--- src/rtl/itl_pkg.sv ---
// Shared constants and types for the interpolated table lookup unit.
// Used by the top level, the interpolation datapath and the port checker.
package itl_pkg;

   // Table geometry and sample format
   localparam int TABLE_DEPTH   = 1024;
   localparam int FRACTION_BITS = 16;
   localparam int SAMPLE_BITS   = 24;
   localparam int ADDR_BITS     = $clog2(TABLE_DEPTH);
   localparam int LENGTH_BITS   = ADDR_BITS + 1;
   localparam int LENGTH_RESET  = TABLE_DEPTH;

   // Request field widths
   localparam int INDEX_BITS    = 10;
   localparam int INT_BITS      = 10;
   localparam int POSITION_BITS = INT_BITS + FRACTION_BITS;

   // Request beat layout: table_index, table_sample, position from bit 0 up
   localparam int INDEX_LSB     = 0;
   localparam int SAMPLE_LSB    = INDEX_LSB + INDEX_BITS;
   localparam int POSITION_LSB  = SAMPLE_LSB + SAMPLE_BITS;
   localparam int REQ_USED_BITS = POSITION_LSB + POSITION_BITS;
   localparam int REQ_DATA_BITS = ((REQ_USED_BITS + 7) / 8) * 8;
   localparam int RSP_DATA_BITS = ((SAMPLE_BITS + 7) / 8) * 8;

   // Datapath widths
   localparam int DIFF_BITS = SAMPLE_BITS + 1;
   localparam int PROD_BITS = FRACTION_BITS + 1 + DIFF_BITS;

   // Register port
   localparam int CSR_ADDR_BITS = 3;
   localparam int CSR_DATA_BITS = 32;
   localparam logic [0:0] REG_TABLE_LENGTH = 1'b0;

   // Request kinds carried in tuser
   localparam logic OP_WRITE  = 1'b0;
   localparam logic OP_LOOKUP = 1'b1;

   // Control that travels with each pipeline stage
   typedef struct packed {
      logic valid;
      logic range_error;
   } itl_ctl_type;

endpackage

--- src/rtl/itl_lerp.sv ---
// Interpolation datapath: difference, fractional multiply, floor shift and add.
// Three register stages, the last one the result register. Uses itl_pkg.
module itl_lerp (
   input  logic                                  clock,
   input  logic                                  reset,
   input  logic                                  advance,
   input  itl_pkg::itl_ctl_type                  in_ctl,
   input  logic signed [itl_pkg::SAMPLE_BITS-1:0]   in_a,
   input  logic signed [itl_pkg::SAMPLE_BITS-1:0]   in_b,
   input  logic        [itl_pkg::FRACTION_BITS-1:0] in_frac,
   output itl_pkg::itl_ctl_type                  out_ctl,
   output logic signed [itl_pkg::SAMPLE_BITS-1:0]   out_sample
);

   // Stage 2: difference of neighbors
   itl_pkg::itl_ctl_type                        s2_ctl_ff;
   logic signed [itl_pkg::DIFF_BITS-1:0]        s2_diff_ff, s2_diff_in;
   logic signed [itl_pkg::SAMPLE_BITS-1:0]      s2_a_ff;
   logic        [itl_pkg::FRACTION_BITS-1:0]    s2_frac_ff;

   // Stage 3: scaled difference
   itl_pkg::itl_ctl_type                        s3_ctl_ff;
   logic signed [itl_pkg::PROD_BITS-1:0]        s3_prod_ff, s3_prod_in;
   logic signed [itl_pkg::SAMPLE_BITS-1:0]      s3_a_ff;

   // Stage 4: result register
   itl_pkg::itl_ctl_type                        s4_ctl_ff;
   logic signed [itl_pkg::SAMPLE_BITS-1:0]      s4_sample_ff, s4_sample_in;
   logic signed [itl_pkg::PROD_BITS-1:0]        step_full;

   assign s2_diff_in = itl_pkg::DIFF_BITS'(in_b) - itl_pkg::DIFF_BITS'(in_a);

   assign s3_prod_in = itl_pkg::PROD_BITS'(
      $signed({1'b0, s2_frac_ff}) * s2_diff_ff);

   // Arithmetic shift rounds toward minus infinity; the sum stays in range
   assign step_full    = s3_prod_ff >>> itl_pkg::FRACTION_BITS;
   assign s4_sample_in = s3_ctl_ff.range_error ? '0 :
                         s3_a_ff + step_full[itl_pkg::SAMPLE_BITS-1:0];

   // Control: clear on reset, advance together
   always_ff @(posedge clock) begin
      if (reset) begin
         s2_ctl_ff <= '0;
         s3_ctl_ff <= '0;
         s4_ctl_ff <= '0;
      end else if (advance) begin
         s2_ctl_ff <= in_ctl;
         s3_ctl_ff <= s2_ctl_ff;
         s4_ctl_ff <= s3_ctl_ff;
      end
   end

   // Payload: hold on stall
   always_ff @(posedge clock) begin
      if (advance) begin
         s2_diff_ff   <= s2_diff_in;
         s2_a_ff      <= in_a;
         s2_frac_ff   <= in_frac;
         s3_prod_ff   <= s3_prod_in;
         s3_a_ff      <= s2_a_ff;
         s4_sample_ff <= s4_sample_in;
      end
   end

   assign out_ctl    = s4_ctl_ff;
   assign out_sample = s4_sample_ff;

endmodule

--- config.mk ---
export PLATFORM = sky130hd
export DESIGN_NAME = itl_lerp
export DESIGN_NICKNAME = d
export VERILOG_FILES = /design/src/rtl/itl_pkg.sv /design/src/rtl/itl_lerp.sv
export SDC_FILE = /design/constraint.sdc
export NUM_CORES = 1
export LEC_CHECK = 0
export CAP_MARGIN = 25
export CORE_MARGIN = 8
export CORE_UTILIZATION = 65
export CTS_CLUSTER_SIZE = 14
export DETAILED_ROUTE_END_ITERATION = 6
export DONT_BUFFER_PORTS = 1
export PLACE_DENSITY = 0.81
export RECOVER_POWER = 100
export SKIP_LAST_GASP = 1
export SYNTH_ARGS = -nofsm -noshare
export SYNTH_HDL_FRONTEND = slang
export SYNTH_SLANG_ARGS = --single-unit
--- constraint.sdc ---
create_clock -name clock -period 17.7 [get_ports clock]
set_clock_uncertainty 0.2 [all_clocks]
set_input_delay 0.885 -clock clock [delete_from_list [all_inputs] [get_ports clock]]
set_output_delay 0.885 -clock clock [all_outputs]
set_load 0.02 [all_outputs]
==> impl_metrics.prom, run 1 <==
# TYPE chip_impl_metric gauge
chip_impl_metric{name="dpl.cell_count",unit=""} 2340
chip_impl_metric{name="number_of_synthesized_flops_with_an_enable_pin",unit=""} 137
chip_impl_metric{name="groute.usage.overall",unit=""} 0.257
chip_impl_metric{name="ios",unit=""} 95
chip_impl_metric{name="clock.fmax",unit="GHz"} 0.130
chip_impl_info{name="status",value="completed"} 1
chip_impl_metric{name="timing.final.crit_period",unit="ns"} 7.71
chip_impl_metric{name="rows",unit=""} 64
chip_impl_metric{name="r2r_setup_slack",unit="ns"} 9.99
chip_impl_metric{name="hpwl",unit="microns"} 34500
chip_impl_metric{name="critical-path-max-stage-delay",unit="ns"} 1.04
chip_impl_metric{name="yosysWarnings",unit=""} 0
chip_impl_metric{name="effective_utilization_at_floorplan",unit=""} 0.658
chip_impl_metric{name="synth_largest_type_area_fraction",unit=""} 0.378
chip_impl_metric{name="initial_antenna_violation_count",unit=""} 1
chip_impl_metric{name="footprint_of_the_multi_input_gates",unit="sq um"} 13700
chip_impl_metric{name="post_cts_buffers",unit=""} 0
chip_impl_metric{name="final_net_count",unit=""} 2558
chip_impl_metric{name="worst-endpoint-arrival",unit="ns"} 7.68
chip_impl_metric{name="fraction_of_layout_cells_with_a_size_suffix_above_1",unit=""} 0.0207
chip_impl_metric{name="timing.final.max_slew_violations",unit=""} 0
chip_impl_metric{name="setup_total_negative_slack",unit="ns"} 0
chip_impl_metric{name="yosys.cell_types.count",unit=""} 54
chip_impl_info{name="cts_tree",value="built"} 1
chip_impl_metric{name="drt_first_pass_iters",unit=""} 5
chip_impl_metric{name="layout.cells.non_filler",unit=""} 2377
chip_impl_info{name="startpoint_class_of_the_critical_path",value="flop"} 1
chip_impl_metric{name="wl_per_cell",unit="microns"} 18.6
chip_impl_metric{name="seq_area_frac_synth",unit=""} 0.211
chip_impl_metric{name="via_count",unit=""} 13500
chip_impl_info{name="yosys-top-cells-area",value="fa_1 (38%), edfxtp_1 (21%), inv_1 (9.0%)"} 1
chip_impl_metric{name="cts-hold-fix-buffers",unit=""} 0
chip_impl_metric{name="clk-insertion-delay-late",unit="ns"} 0.44
chip_impl_info{name="critPathMostFrequentCell",value="fa_1"} 1
chip_impl_metric{name="postSynthRegisterBits",unit=""} 143
chip_impl_metric{name="cts-htree-levels",unit=""} 4
chip_impl_info{name="post-synth-top-area-cell",value="fa_1"} 1
chip_impl_metric{name="cp_required",unit="ns"} 17.68
chip_impl_metric{name="antenna_violating_nets_post_route",unit=""} 0
chip_impl_metric{name="fin_crit_sh",unit=""} 0.436
chip_impl_metric{name="grt_pass1_vias",unit=""} 15200
chip_impl_metric{name="clkSlewWorstSetupHoldPaths",unit="ns"} 0.07
chip_impl_metric{name="synth_fp_nets",unit=""} 2596
chip_impl_metric{name="ys_async_sr_fraction",unit=""} 0
chip_impl_metric{name="rel_slew_slack",unit=""} 0.281
chip_impl_metric{name="die_y",unit="microns"} 192
chip_impl_metric{name="fp.dieW",unit="microns"} 192
chip_impl_info{name="endpoint_kind",value="flop"} 1
chip_impl_metric{name="initialDrtViolationCount",unit=""} 920
chip_impl_metric{name="number_of_standard_cells_after_synthesis",unit=""} 2005
chip_impl_metric{name="grt_max_degree",unit=""} 144
chip_impl_metric{name="first_pass_grt_wire_length",unit="microns"} 73900
chip_impl_info{name="grt_setup_unrepaired",value="false"} 1
chip_impl_info{name="cpLargestDelayFamily",value="adder cells"} 1
chip_impl_metric{name="layout.filler_cells",unit=""} 2236
chip_impl_info{name="cts_root_buffer",value="clkbuf_16"} 1
chip_impl_metric{name="critical_path_peak_fanout",unit=""} 25
chip_impl_metric{name="coreArea",unit="sq um"} 30500
chip_impl_metric{name="drt_drc_violations_left",unit=""} 0
chip_impl_metric{name="area_delta_synth_final",unit="%"} 4.70
chip_impl_metric{name="ff_latch_area",unit="sq um"} 4230
chip_impl_info{name="path_cells",value="nand2_1 -> fa_1 -> inv_1 -> fa_1 -> fa_1 -> fa_1 -> fa_1 -> inv_1 -> fa_1 -> inv_1 -> ha_1 -> a21o_1 -> a221o_1 -> or3_1 -> o21ai_0 -> a21oi_1 -> or3_1 -> a31oi_1 -> xnor2_1"} 1
chip_impl_metric{name="globalRouteOverflowTotal",unit=""} 0
chip_impl_metric{name="clock_sinks",unit=""} 143
chip_impl_metric{name="routability_congestion_estimate_from_global_placement",unit=""} 0.862
chip_impl_metric{name="final_util",unit=""} 0.688
chip_impl_metric{name="count_of_buffers_from_port_buffering",unit=""} 0
chip_impl_metric{name="critPathBufInv",unit=""} 3
chip_impl_info{name="min_path_type",value="reg2reg"} 1
chip_impl_metric{name="worst_margin_pin_slew",unit="ns"} 1.08
chip_impl_metric{name="postRouteWirelength",unit="microns"} 44200
chip_impl_metric{name="cts_max_path_buffers",unit=""} 2
chip_impl_info{name="synth_top_flop_cell",value="edfxtp_1"} 1
chip_impl_metric{name="route.detailed.vias_per_inst",unit=""} 5.68
chip_impl_metric{name="cts_repair_resize_count",unit=""} 0
chip_impl_metric{name="timing.max_cap.violations",unit=""} 0
chip_impl_metric{name="design.die.area",unit="sq um"} 36700
chip_impl_metric{name="setup-violations-final",unit=""} 0
chip_impl_metric{name="avgSynthCellArea",unit="sq um"} 10.0
chip_impl_info{name="crit_type",value="reg2reg"} 1
chip_impl_metric{name="tritoncts.num_buffers",unit=""} 17
chip_impl_info{name="slowest_cell_on_crit_path",value="edfxtp_1"} 1
chip_impl_metric{name="synth.cell_area",unit="sq um"} 20100
chip_impl_metric{name="finalHoldViolCount",unit=""} 0
-- layout make-up --
type / instances / share of cell area
diodes: 1 / 0.000119
clock buffers: 17 / 0.0203
clock inverters: 15 / 0.00929
inverters: 482 / 0.0861
multi-input cells: 1318 / 0.655
flip-flops and latches: 143 / 0.202
well taps: 396 / 0.0236
repair buffers: 5 / 0.00447
-- synthesized netlist by cell type, types with 4 or more instances --
master,n
nand4_1,4
o21ai_0,22
nor2b_1,7
clkbuf_1,61
o21a_1,15
edfxtp_1,137
o211ai_1,4
inv_1,482
dfxtp_1,6
ha_1,143
a31oi_1,7
fa_1,379
a21o_1,26
nand3_1,13
a21oi_1,38
xnor2_1,46
xor2_1,26
nand2_1,265
nand2b_1,5
and2_1,160
mux2i_1,6
a211oi_1,6
or3_1,9
nor2_1,64
and3_1,4
nor3_1,25
-- registers in the layout, summed over array words and instances, names as in the netlist --
signal and cells:
s2_ctl_ff 2, s2_a_ff 24, s3_a_ff 24, s3_ctl_ff 2, s2_diff_ff 25, out_sample 24
s2_frac_ff 16, s3_prod_ff 24, out_ctl 2
-- placed cells by master (no fill, tap or decap), types with 39 or more instances in the layout --
cell	count
ha_1	143
edfxtp_1	137
xnor2_1	46
fa_1	379
inv_1	482
and2_1	158
nor2_1	64
nand2_1	265
a21oi_1	39
-- metrics by stage --
step,area [sq um],hold WS (ns),worst slack [ns]
final,21000,0.221,9.99
after detailed placement,20300,0.205,10.44
after CTS,21000,0.221,10.39
after global placement,20300,0.201,10.66
after global routing,21000,0.227,9.62
after floorplan,20100,0.200,11.31
-- metal layers --
layer  up-vias  global-route usage  wire length [microns]
met5         -                   0                      0
met4         0               0.125                   1800
met3       129              0.0414                   2500
met2       479               0.459                  23500
met1      6878               0.297                  16400
li1       6004                   -                      -
-- logic make-up (layout without fill, tap and decap cells) --
group,count (synthesis),after routing,share of synthesized area
simple gates,566,566,0.134
buf+inv,544,519,0.102
fa+ha+maj,522,522,0.467
compound gates,152,152,0.0515
flops,143,143,0.211
xor+xnor,72,72,0.0314
mux,6,6,0.00299
other cells,0,1,0
-- worst register-to-register path, delay by kind of cell (launching register included) --
family	cells	cell delay, ns
XOR/XNOR	1	0.11
flip-flops	1	1.04
buffers and inverters	3	0.16
AO/OA/AOI/OAI	5	1.53
AND/OR/NAND/NOR	3	0.99
adder cells (fa/ha/maj)	7	3.41
-- final timing paths --
| kind | startpoint | to | cells after the start |
|---|---|---|---|
| worst min register to register | s2_a_ff[5] | s3_a_ff[5] | 0 |
| worst min-delay path | s2_a_ff[5] | s3_a_ff[5] | 0 |
| worst max-delay path | s2_frac_ff[8] | s3_prod_ff[39] | 19 |
| worst max register to register | s2_frac_ff[8] | s3_prod_ff[39] | 19 |
Power of run 1 is not shown: default switching activity piles up to over one toggle a cycle in this logic, so the estimate is an artifact.
==> run 2: changes to the inputs <==
- clock period: 17.7 -> 7.53 ns (I/O delays scaled with it)
==> impl_metrics.prom, run 2 (synthesis results as in run 1) <==
# TYPE chip_impl_metric gauge
chip_impl_info{name="grt_setup_unrepaired",value="false"} 1
chip_impl_info{name="min_path_type",value="in2reg"} 1
chip_impl_metric{name="worstHoldPathCells",unit=""} 2
chip_impl_metric{name="fraction_of_layout_cells_with_a_size_suffix_above_1",unit=""} 0.0294
chip_impl_metric{name="tritoncts.num_buffers",unit=""} 17
chip_impl_metric{name="die_y",unit="microns"} 192
chip_impl_metric{name="ff_latch_area",unit="sq um"} 4230
chip_impl_metric{name="clkSlewWorstSetupHoldPaths",unit="ns"} 0.07
chip_impl_info{name="cts_tree",value="built"} 1
chip_impl_metric{name="ios",unit=""} 95
chip_impl_info{name="commonest_non_fill_non_tap_cell_in_the_layout",value="inv_1"} 1
chip_impl_metric{name="groute.usage.overall",unit=""} 0.271
chip_impl_metric{name="initial_antenna_violation_count",unit=""} 0
chip_impl_metric{name="layout.filler_cells",unit=""} 2188
chip_impl_metric{name="grt_max_degree",unit=""} 143
chip_impl_metric{name="post_cts_buffers",unit=""} 0
chip_impl_metric{name="dpl_worst_slack",unit="ns"} 0.440
chip_impl_metric{name="fin_ws",unit="ns"} 0.309
chip_impl_info{name="slowest_cell_on_crit_path",value="edfxtp_1"} 1
chip_impl_metric{name="clock.fmax",unit="GHz"} 0.138
chip_impl_metric{name="setup_total_negative_slack",unit="ns"} 0
chip_impl_metric{name="timing.final.crit_period",unit="ns"} 7.22
chip_impl_metric{name="detailed_place.area",unit="sq um"} 20500
chip_impl_metric{name="postRouteWirelength",unit="microns"} 46600
chip_impl_metric{name="hpwl",unit="microns"} 36200
chip_impl_info{name="path_cells",value="nand2_1 -> fa_1 -> inv_1 -> fa_1 -> fa_1 -> fa_1 -> fa_1 -> inv_1 -> fa_1 -> inv_1 -> ha_1 -> a21o_1 -> a221o_1 -> or3_1 -> o21ai_2 -> a21oi_2 -> or3_1 -> a31oi_1 -> xnor2_1"} 1
chip_impl_metric{name="rows",unit=""} 64
chip_impl_metric{name="worst-r2r-cell-count",unit=""} 19
chip_impl_metric{name="clk-insertion-delay-late",unit="ns"} 0.44
chip_impl_metric{name="grt_pass1_vias",unit=""} 15400
chip_impl_metric{name="largest_register_ff_count",unit=""} 25
chip_impl_metric{name="cp_required",unit="ns"} 7.51
chip_impl_metric{name="timing.max_cap.violations",unit=""} 1
chip_impl_info{name="violations",value="capacitance limit, slew limit"} 1
chip_impl_metric{name="critPathBufInv",unit=""} 3
chip_impl_metric{name="worst-endpoint-arrival",unit="ns"} 7.20
chip_impl_metric{name="area_delta_synth_final",unit="%"} 6.91
chip_impl_metric{name="initialDrtViolationCount",unit=""} 1113
chip_impl_metric{name="clock_sinks",unit=""} 143
chip_impl_metric{name="footprint_of_the_multi_input_gates",unit="sq um"} 13800
chip_impl_metric{name="route.detailed.vias_per_inst",unit=""} 5.70
chip_impl_metric{name="routability_congestion_estimate_from_global_placement",unit=""} 0.885
chip_impl_info{name="cts_root_buffer",value="clkbuf_16"} 1
chip_impl_metric{name="drt_first_pass_iters",unit=""} 6
chip_impl_metric{name="effective_utilization_at_floorplan",unit=""} 0.658
chip_impl_metric{name="critical-path-max-stage-delay",unit="ns"} 1.01
chip_impl_metric{name="worst_margin_pin_slew",unit="ns"} 3.79
chip_impl_info{name="status",value="finished, violations left"} 1
chip_impl_metric{name="cts_max_path_buffers",unit=""} 2
chip_impl_metric{name="coreArea",unit="sq um"} 30500
chip_impl_metric{name="setup-violations-final",unit=""} 0
chip_impl_info{name="cpLargestDelayFamily",value="adder cells"} 1
chip_impl_metric{name="count_of_buffers_from_port_buffering",unit=""} 0
chip_impl_metric{name="fin_crit_sh",unit=""} 0.959
chip_impl_metric{name="antenna_cells_inserted",unit=""} 0
chip_impl_metric{name="globalRouteOverflowTotal",unit=""} 0
chip_impl_metric{name="design.die.area",unit="sq um"} 36700
chip_impl_metric{name="cts-htree-levels",unit=""} 4
chip_impl_info{name="largest-register",value="s2_diff_ff"} 1
chip_impl_metric{name="drt_drc_violations_left",unit=""} 0
chip_impl_metric{name="wl_per_cell",unit="microns"} 19.1
chip_impl_info{name="final_cell_mix",value="inv_1 (482), fa_1 (379), nand2_1 (265)"} 1
chip_impl_metric{name="final_cell_area",unit="sq um"} 21400
chip_impl_info{name="critPathMostFrequentCell",value="fa_1"} 1
chip_impl_metric{name="rel_slew_slack",unit=""} -1.53
chip_impl_info{name="startpoint_class_of_the_critical_path",value="flop"} 1
chip_impl_metric{name="critical_path_peak_fanout",unit=""} 25
chip_impl_metric{name="first_pass_grt_wire_length",unit="microns"} 77500
chip_impl_metric{name="timing.final.max_slew_violations",unit=""} 143
chip_impl_metric{name="fp.dieW",unit="microns"} 192
chip_impl_info{name="endpoint_kind",value="flop"} 1
chip_impl_info{name="crit_type",value="reg2reg"} 1
chip_impl_metric{name="via_count",unit=""} 13900
chip_impl_metric{name="finalHoldViolCount",unit=""} 0
chip_impl_metric{name="final_net_count",unit=""} 2619
chip_impl_metric{name="antenna_violating_nets_post_route",unit=""} 0
chip_impl_metric{name="worstSetupPathDepth",unit=""} 19
-- run 2: changes by cell type in the layout (fill, tap and decap cells not counted), sizes merged --
cell,before,now
clkinv,3,5
clkinvlp,1,3
inv,490,489
buf,4,20
diode,1,0
bufinv,3,0
dlygate4sd3,0,44
clkbuf,18,19
-- run 2: per-layer routing --
| metal | part of all wire | routed length, microns | up-vias | track usage |
|---|---|---|---|---|
| met5 | 0 | 0 | - | 0 |
| met4 | 0.040 | 1880 | 0 | 0.104 |
| met3 | 0.067 | 3110 | 145 | 0.0434 |
| met2 | 0.52 | 24400 | 567 | 0.485 |
| met1 | 0.37 | 17200 | 7072 | 0.325 |
| li1 | - | - | 6116 | - |
-- run 2: through the flow --
stage / cells / util / hold slack, ns
floorplan: 2005 / - / 0.200
CTS: 2436 / 0.704 / 0.0219
finish: 2437 / 0.703 / 0.0389
global route: 2437 / 0.703 / 0.0445
detailed placement: 2359 / 0.671 / 0.205
global placement: 2359 / 0.671 / 0.200
-- run 2: path summary, 6_finish.rpt --
| check | start | endpoint | slack [ns] |
|---|---|---|---|
| max reg2reg | s2_frac_ff[12] | s3_prod_ff[39] | 0.31 |
| min | in_a[0] | s2_diff_ff[0] | 0.04 |
| max | s2_frac_ff[12] | s3_prod_ff[39] | 0.31 |
| min reg2reg | s2_a_ff[18] | s3_a_ff[18] | 0.22 |
-- run 2: cell type report --
| type | instances | area share |
|---|---|---|
| Clock buffer | 17 | 0.0198 |
| Clock inverter | 15 | 0.00578 |
| Inverter | 482 | 0.0844 |
| Multi-Input combinational cell | 1318 | 0.642 |
| Sequential cell | 143 | 0.197 |
| Tap cell | 396 | 0.0231 |
| Timing Repair Buffer | 66 | 0.0279 |
-- run 2: repair_timing --
item | in CTS | in global routing
gates resized for setup | 0 | 0
endpoints found under the hold margin | 183 | 0
hold buffers | 45 | 0
-- run 2: worst reg2reg max path, delay by kind of cell (launching register included) --
kind | cells | cell delay, ns
compound gates | 5 | 1.21
xor+xnor | 1 | 0.09
fa+ha+maj | 7 | 3.31
buf+inv | 3 | 0.15
flops | 1 | 1.01
simple gates | 3 | 0.97
Power of run 2 is left out for the same reason.
==> run 3: changes to the inputs <==
- ABC_CLOCK_PERIOD_IN_PS: not set -> 7530
- CORE_MARGIN: 8 -> 10
- CTS_BUF_LIST: not set -> sky130_fd_sc_hd__clkbuf_4 sky130_fd_sc_hd__clkbuf_8
==> impl_metrics.prom, run 3 (synthesis results as in run 1) <==
# TYPE chip_impl_metric gauge
chip_impl_metric{name="worst_margin_pin_slew",unit="ns"} 3.73
chip_impl_metric{name="postRouteWirelength",unit="microns"} 46800
chip_impl_metric{name="route.detailed.vias_per_inst",unit=""} 5.66
chip_impl_metric{name="largest_register_ff_count",unit=""} 25
chip_impl_metric{name="effective_utilization_at_floorplan",unit=""} 0.658
chip_impl_info{name="final_cell_mix",value="inv_1 (482), fa_1 (379), nand2_1 (265)"} 1
chip_impl_metric{name="rel_slew_slack",unit=""} -1.49
chip_impl_metric{name="final_net_count",unit=""} 2622
chip_impl_metric{name="finalHoldViolCount",unit=""} 0
chip_impl_metric{name="timing.final.max_slew_violations",unit=""} 143
chip_impl_metric{name="first_pass_grt_wire_length",unit="microns"} 77500
chip_impl_metric{name="tritoncts.num_buffers",unit=""} 17
chip_impl_metric{name="fin_crit_sh",unit=""} 0.957
chip_impl_metric{name="timing.max_cap.violations",unit=""} 1
chip_impl_metric{name="antenna_cells_inserted",unit=""} 0
chip_impl_info{name="violations",value="capacitance limit, slew limit"} 1
chip_impl_metric{name="area_delta_synth_final",unit="%"} 6.62
chip_impl_metric{name="drt_first_pass_iters",unit=""} 5
chip_impl_metric{name="setup-violations-final",unit=""} 0
chip_impl_metric{name="drt_drc_violations_left",unit=""} 0
chip_impl_info{name="grt_setup_unrepaired",value="false"} 1
chip_impl_metric{name="via_count",unit=""} 13800
chip_impl_metric{name="routability_congestion_estimate_from_global_placement",unit=""} 0.895
chip_impl_info{name="cts_tree",value="built"} 1
chip_impl_metric{name="grt_pass1_vias",unit=""} 15300
chip_impl_metric{name="clk-insertion-delay-late",unit="ns"} 0.53
chip_impl_metric{name="grtUsageMet1",unit=""} 0.296
chip_impl_metric{name="initialDrtViolationCount",unit=""} 982
chip_impl_metric{name="count_of_buffers_from_port_buffering",unit=""} 0
chip_impl_info{name="commonest_non_fill_non_tap_cell_in_the_layout",value="inv_1"} 1
chip_impl_metric{name="setup_total_negative_slack",unit="ns"} 0
chip_impl_metric{name="groute.layer.met2.usage",unit=""} 0.449
chip_impl_metric{name="antenna_violating_nets_post_route",unit=""} 0
chip_impl_metric{name="worst-endpoint-arrival",unit="ns"} 7.24
chip_impl_metric{name="hpwl",unit="microns"} 36800
chip_impl_metric{name="clock_sinks",unit=""} 143
chip_impl_metric{name="cts-htree-levels",unit=""} 4
chip_impl_metric{name="rows",unit=""} 64
chip_impl_metric{name="globalRouteOverflowTotal",unit=""} 0
chip_impl_info{name="startpoint_class_of_the_critical_path",value="flop"} 1
chip_impl_metric{name="ios",unit=""} 95
chip_impl_metric{name="fraction_of_layout_cells_with_a_size_suffix_above_1",unit=""} 0.0303
chip_impl_metric{name="clock.fmax",unit="GHz"} 0.139
chip_impl_metric{name="worst-r2r-cell-count",unit=""} 19
chip_impl_metric{name="initial_antenna_violation_count",unit=""} 0
chip_impl_metric{name="cp_required",unit="ns"} 7.57
chip_impl_metric{name="dpl.cell_count",unit=""} 2361
chip_impl_metric{name="die_y",unit="microns"} 196
chip_impl_metric{name="worstHoldPathCells",unit=""} 2
chip_impl_metric{name="globalRouteMet3Util",unit=""} 0.0508
chip_impl_metric{name="cts_max_path_buffers",unit=""} 2
chip_impl_metric{name="critical_path_peak_fanout",unit=""} 25
chip_impl_info{name="grt-busiest-layer",value="met2"} 1
chip_impl_metric{name="groute.usage.overall",unit=""} 0.255
chip_impl_metric{name="wl_per_cell",unit="microns"} 19.2
chip_impl_info{name="status",value="finished, violations left"} 1
chip_impl_metric{name="design.die.area",unit="sq um"} 38300
chip_impl_info{name="min_path_type",value="in2reg"} 1
chip_impl_metric{name="clkSlewWorstSetupHoldPaths",unit="ns"} 0.10
chip_impl_metric{name="fp.dieW",unit="microns"} 196
chip_impl_metric{name="layout.cells.non_filler",unit=""} 2440
chip_impl_info{name="endpoint_kind",value="flop"} 1
chip_impl_info{name="cts_root_buffer",value="clkbuf_8"} 1
chip_impl_metric{name="coreArea",unit="sq um"} 30500
chip_impl_metric{name="grt_max_degree",unit=""} 143
chip_impl_info{name="crit_type",value="reg2reg"} 1
chip_impl_metric{name="timing.final.crit_period",unit="ns"} 7.20
chip_impl_info{name="largest-register",value="s2_diff_ff"} 1
[run 3: cell types whose count changed in the layout (fill, tap and decap cells not counted), sizes merged]
cell,change
clkinvlp,-1
inv,-3
clkinv,-1
buf,+3
bufinv,+4
clkbuf,+1
[run 3: worst paths after layout]
kind	start	endpoint	slack, ns
hold reg to reg	s2_a_ff[23]	s3_a_ff[23]	0.21
hold / removal	in_b[2]	s2_diff_ff[2]	0.05
setup reg to reg	s2_frac_ff[3]	s3_prod_ff[39]	0.33
setup / recovery	s2_frac_ff[3]	s3_prod_ff[39]	0.33
[run 3: critical path, cell delays in order, from the launching register on]
cell,delay [ns]
edfxtp_1,0.97
nand2_1,0.17
fa_1,0.53
fa_1,0.51
fa_1,0.52
inv_1,0.07
fa_1,0.49
fa_1,0.50
inv_1,0.05
fa_1,0.47
inv_1,0.04
ha_1,0.32
and3_1,0.22
a221o_1,0.35
or3_1,0.36
o21ai_2,0.29
a21oi_2,0.13
or3_1,0.39
a31oi_1,0.23
xnor2_1,0.10
[run 3: layer usage]
metal | share of wire | wire [microns] | up-vias
li1 | - | - | 6133
met1 | 0.37 | 17300 | 7001
met2 | 0.52 | 24200 | 531
met3 | 0.067 | 3150 | 141
met4 | 0.045 | 2130 | 0
met5 | 0 | 0 | -
[run 3: stage by stage]
stage | setup slack, ns | util | area (sq um) | hold slack [ns]
floorplan | 1.14 | - | 20100 | 0.200
CTS | 0.324 | 0.702 | 21400 | 0.0160
finish | 0.325 | 0.701 | 21400 | 0.0460
global placement | 0.552 | 0.672 | 20500 | 0.200
detailed placement | 0.404 | 0.672 | 20500 | 0.205
global route | 0.0195 | 0.701 | 21400 | 0.0546
[run 3: timing repair]
item / in CTS / in global routing
resized for setup: 0 / 0
setup buffers: 0 / 1
hold buffers: 45 / 0
hold endpoints to repair: 185 / 0
setup endpoints to repair: 0 / 2
[run 3: area by class of cell]
type	instances	area [sq um]
Sequential cell	143	4230
Multi-Input combinational cell	1318	13800
Fill cell	2194	9120
Clock inverter	14	205
Inverter	482	1810
Tap cell	396	495
Clock buffer	18	241
Timing Repair Buffer	69	649
Power of run 3 is left out for the same reason.
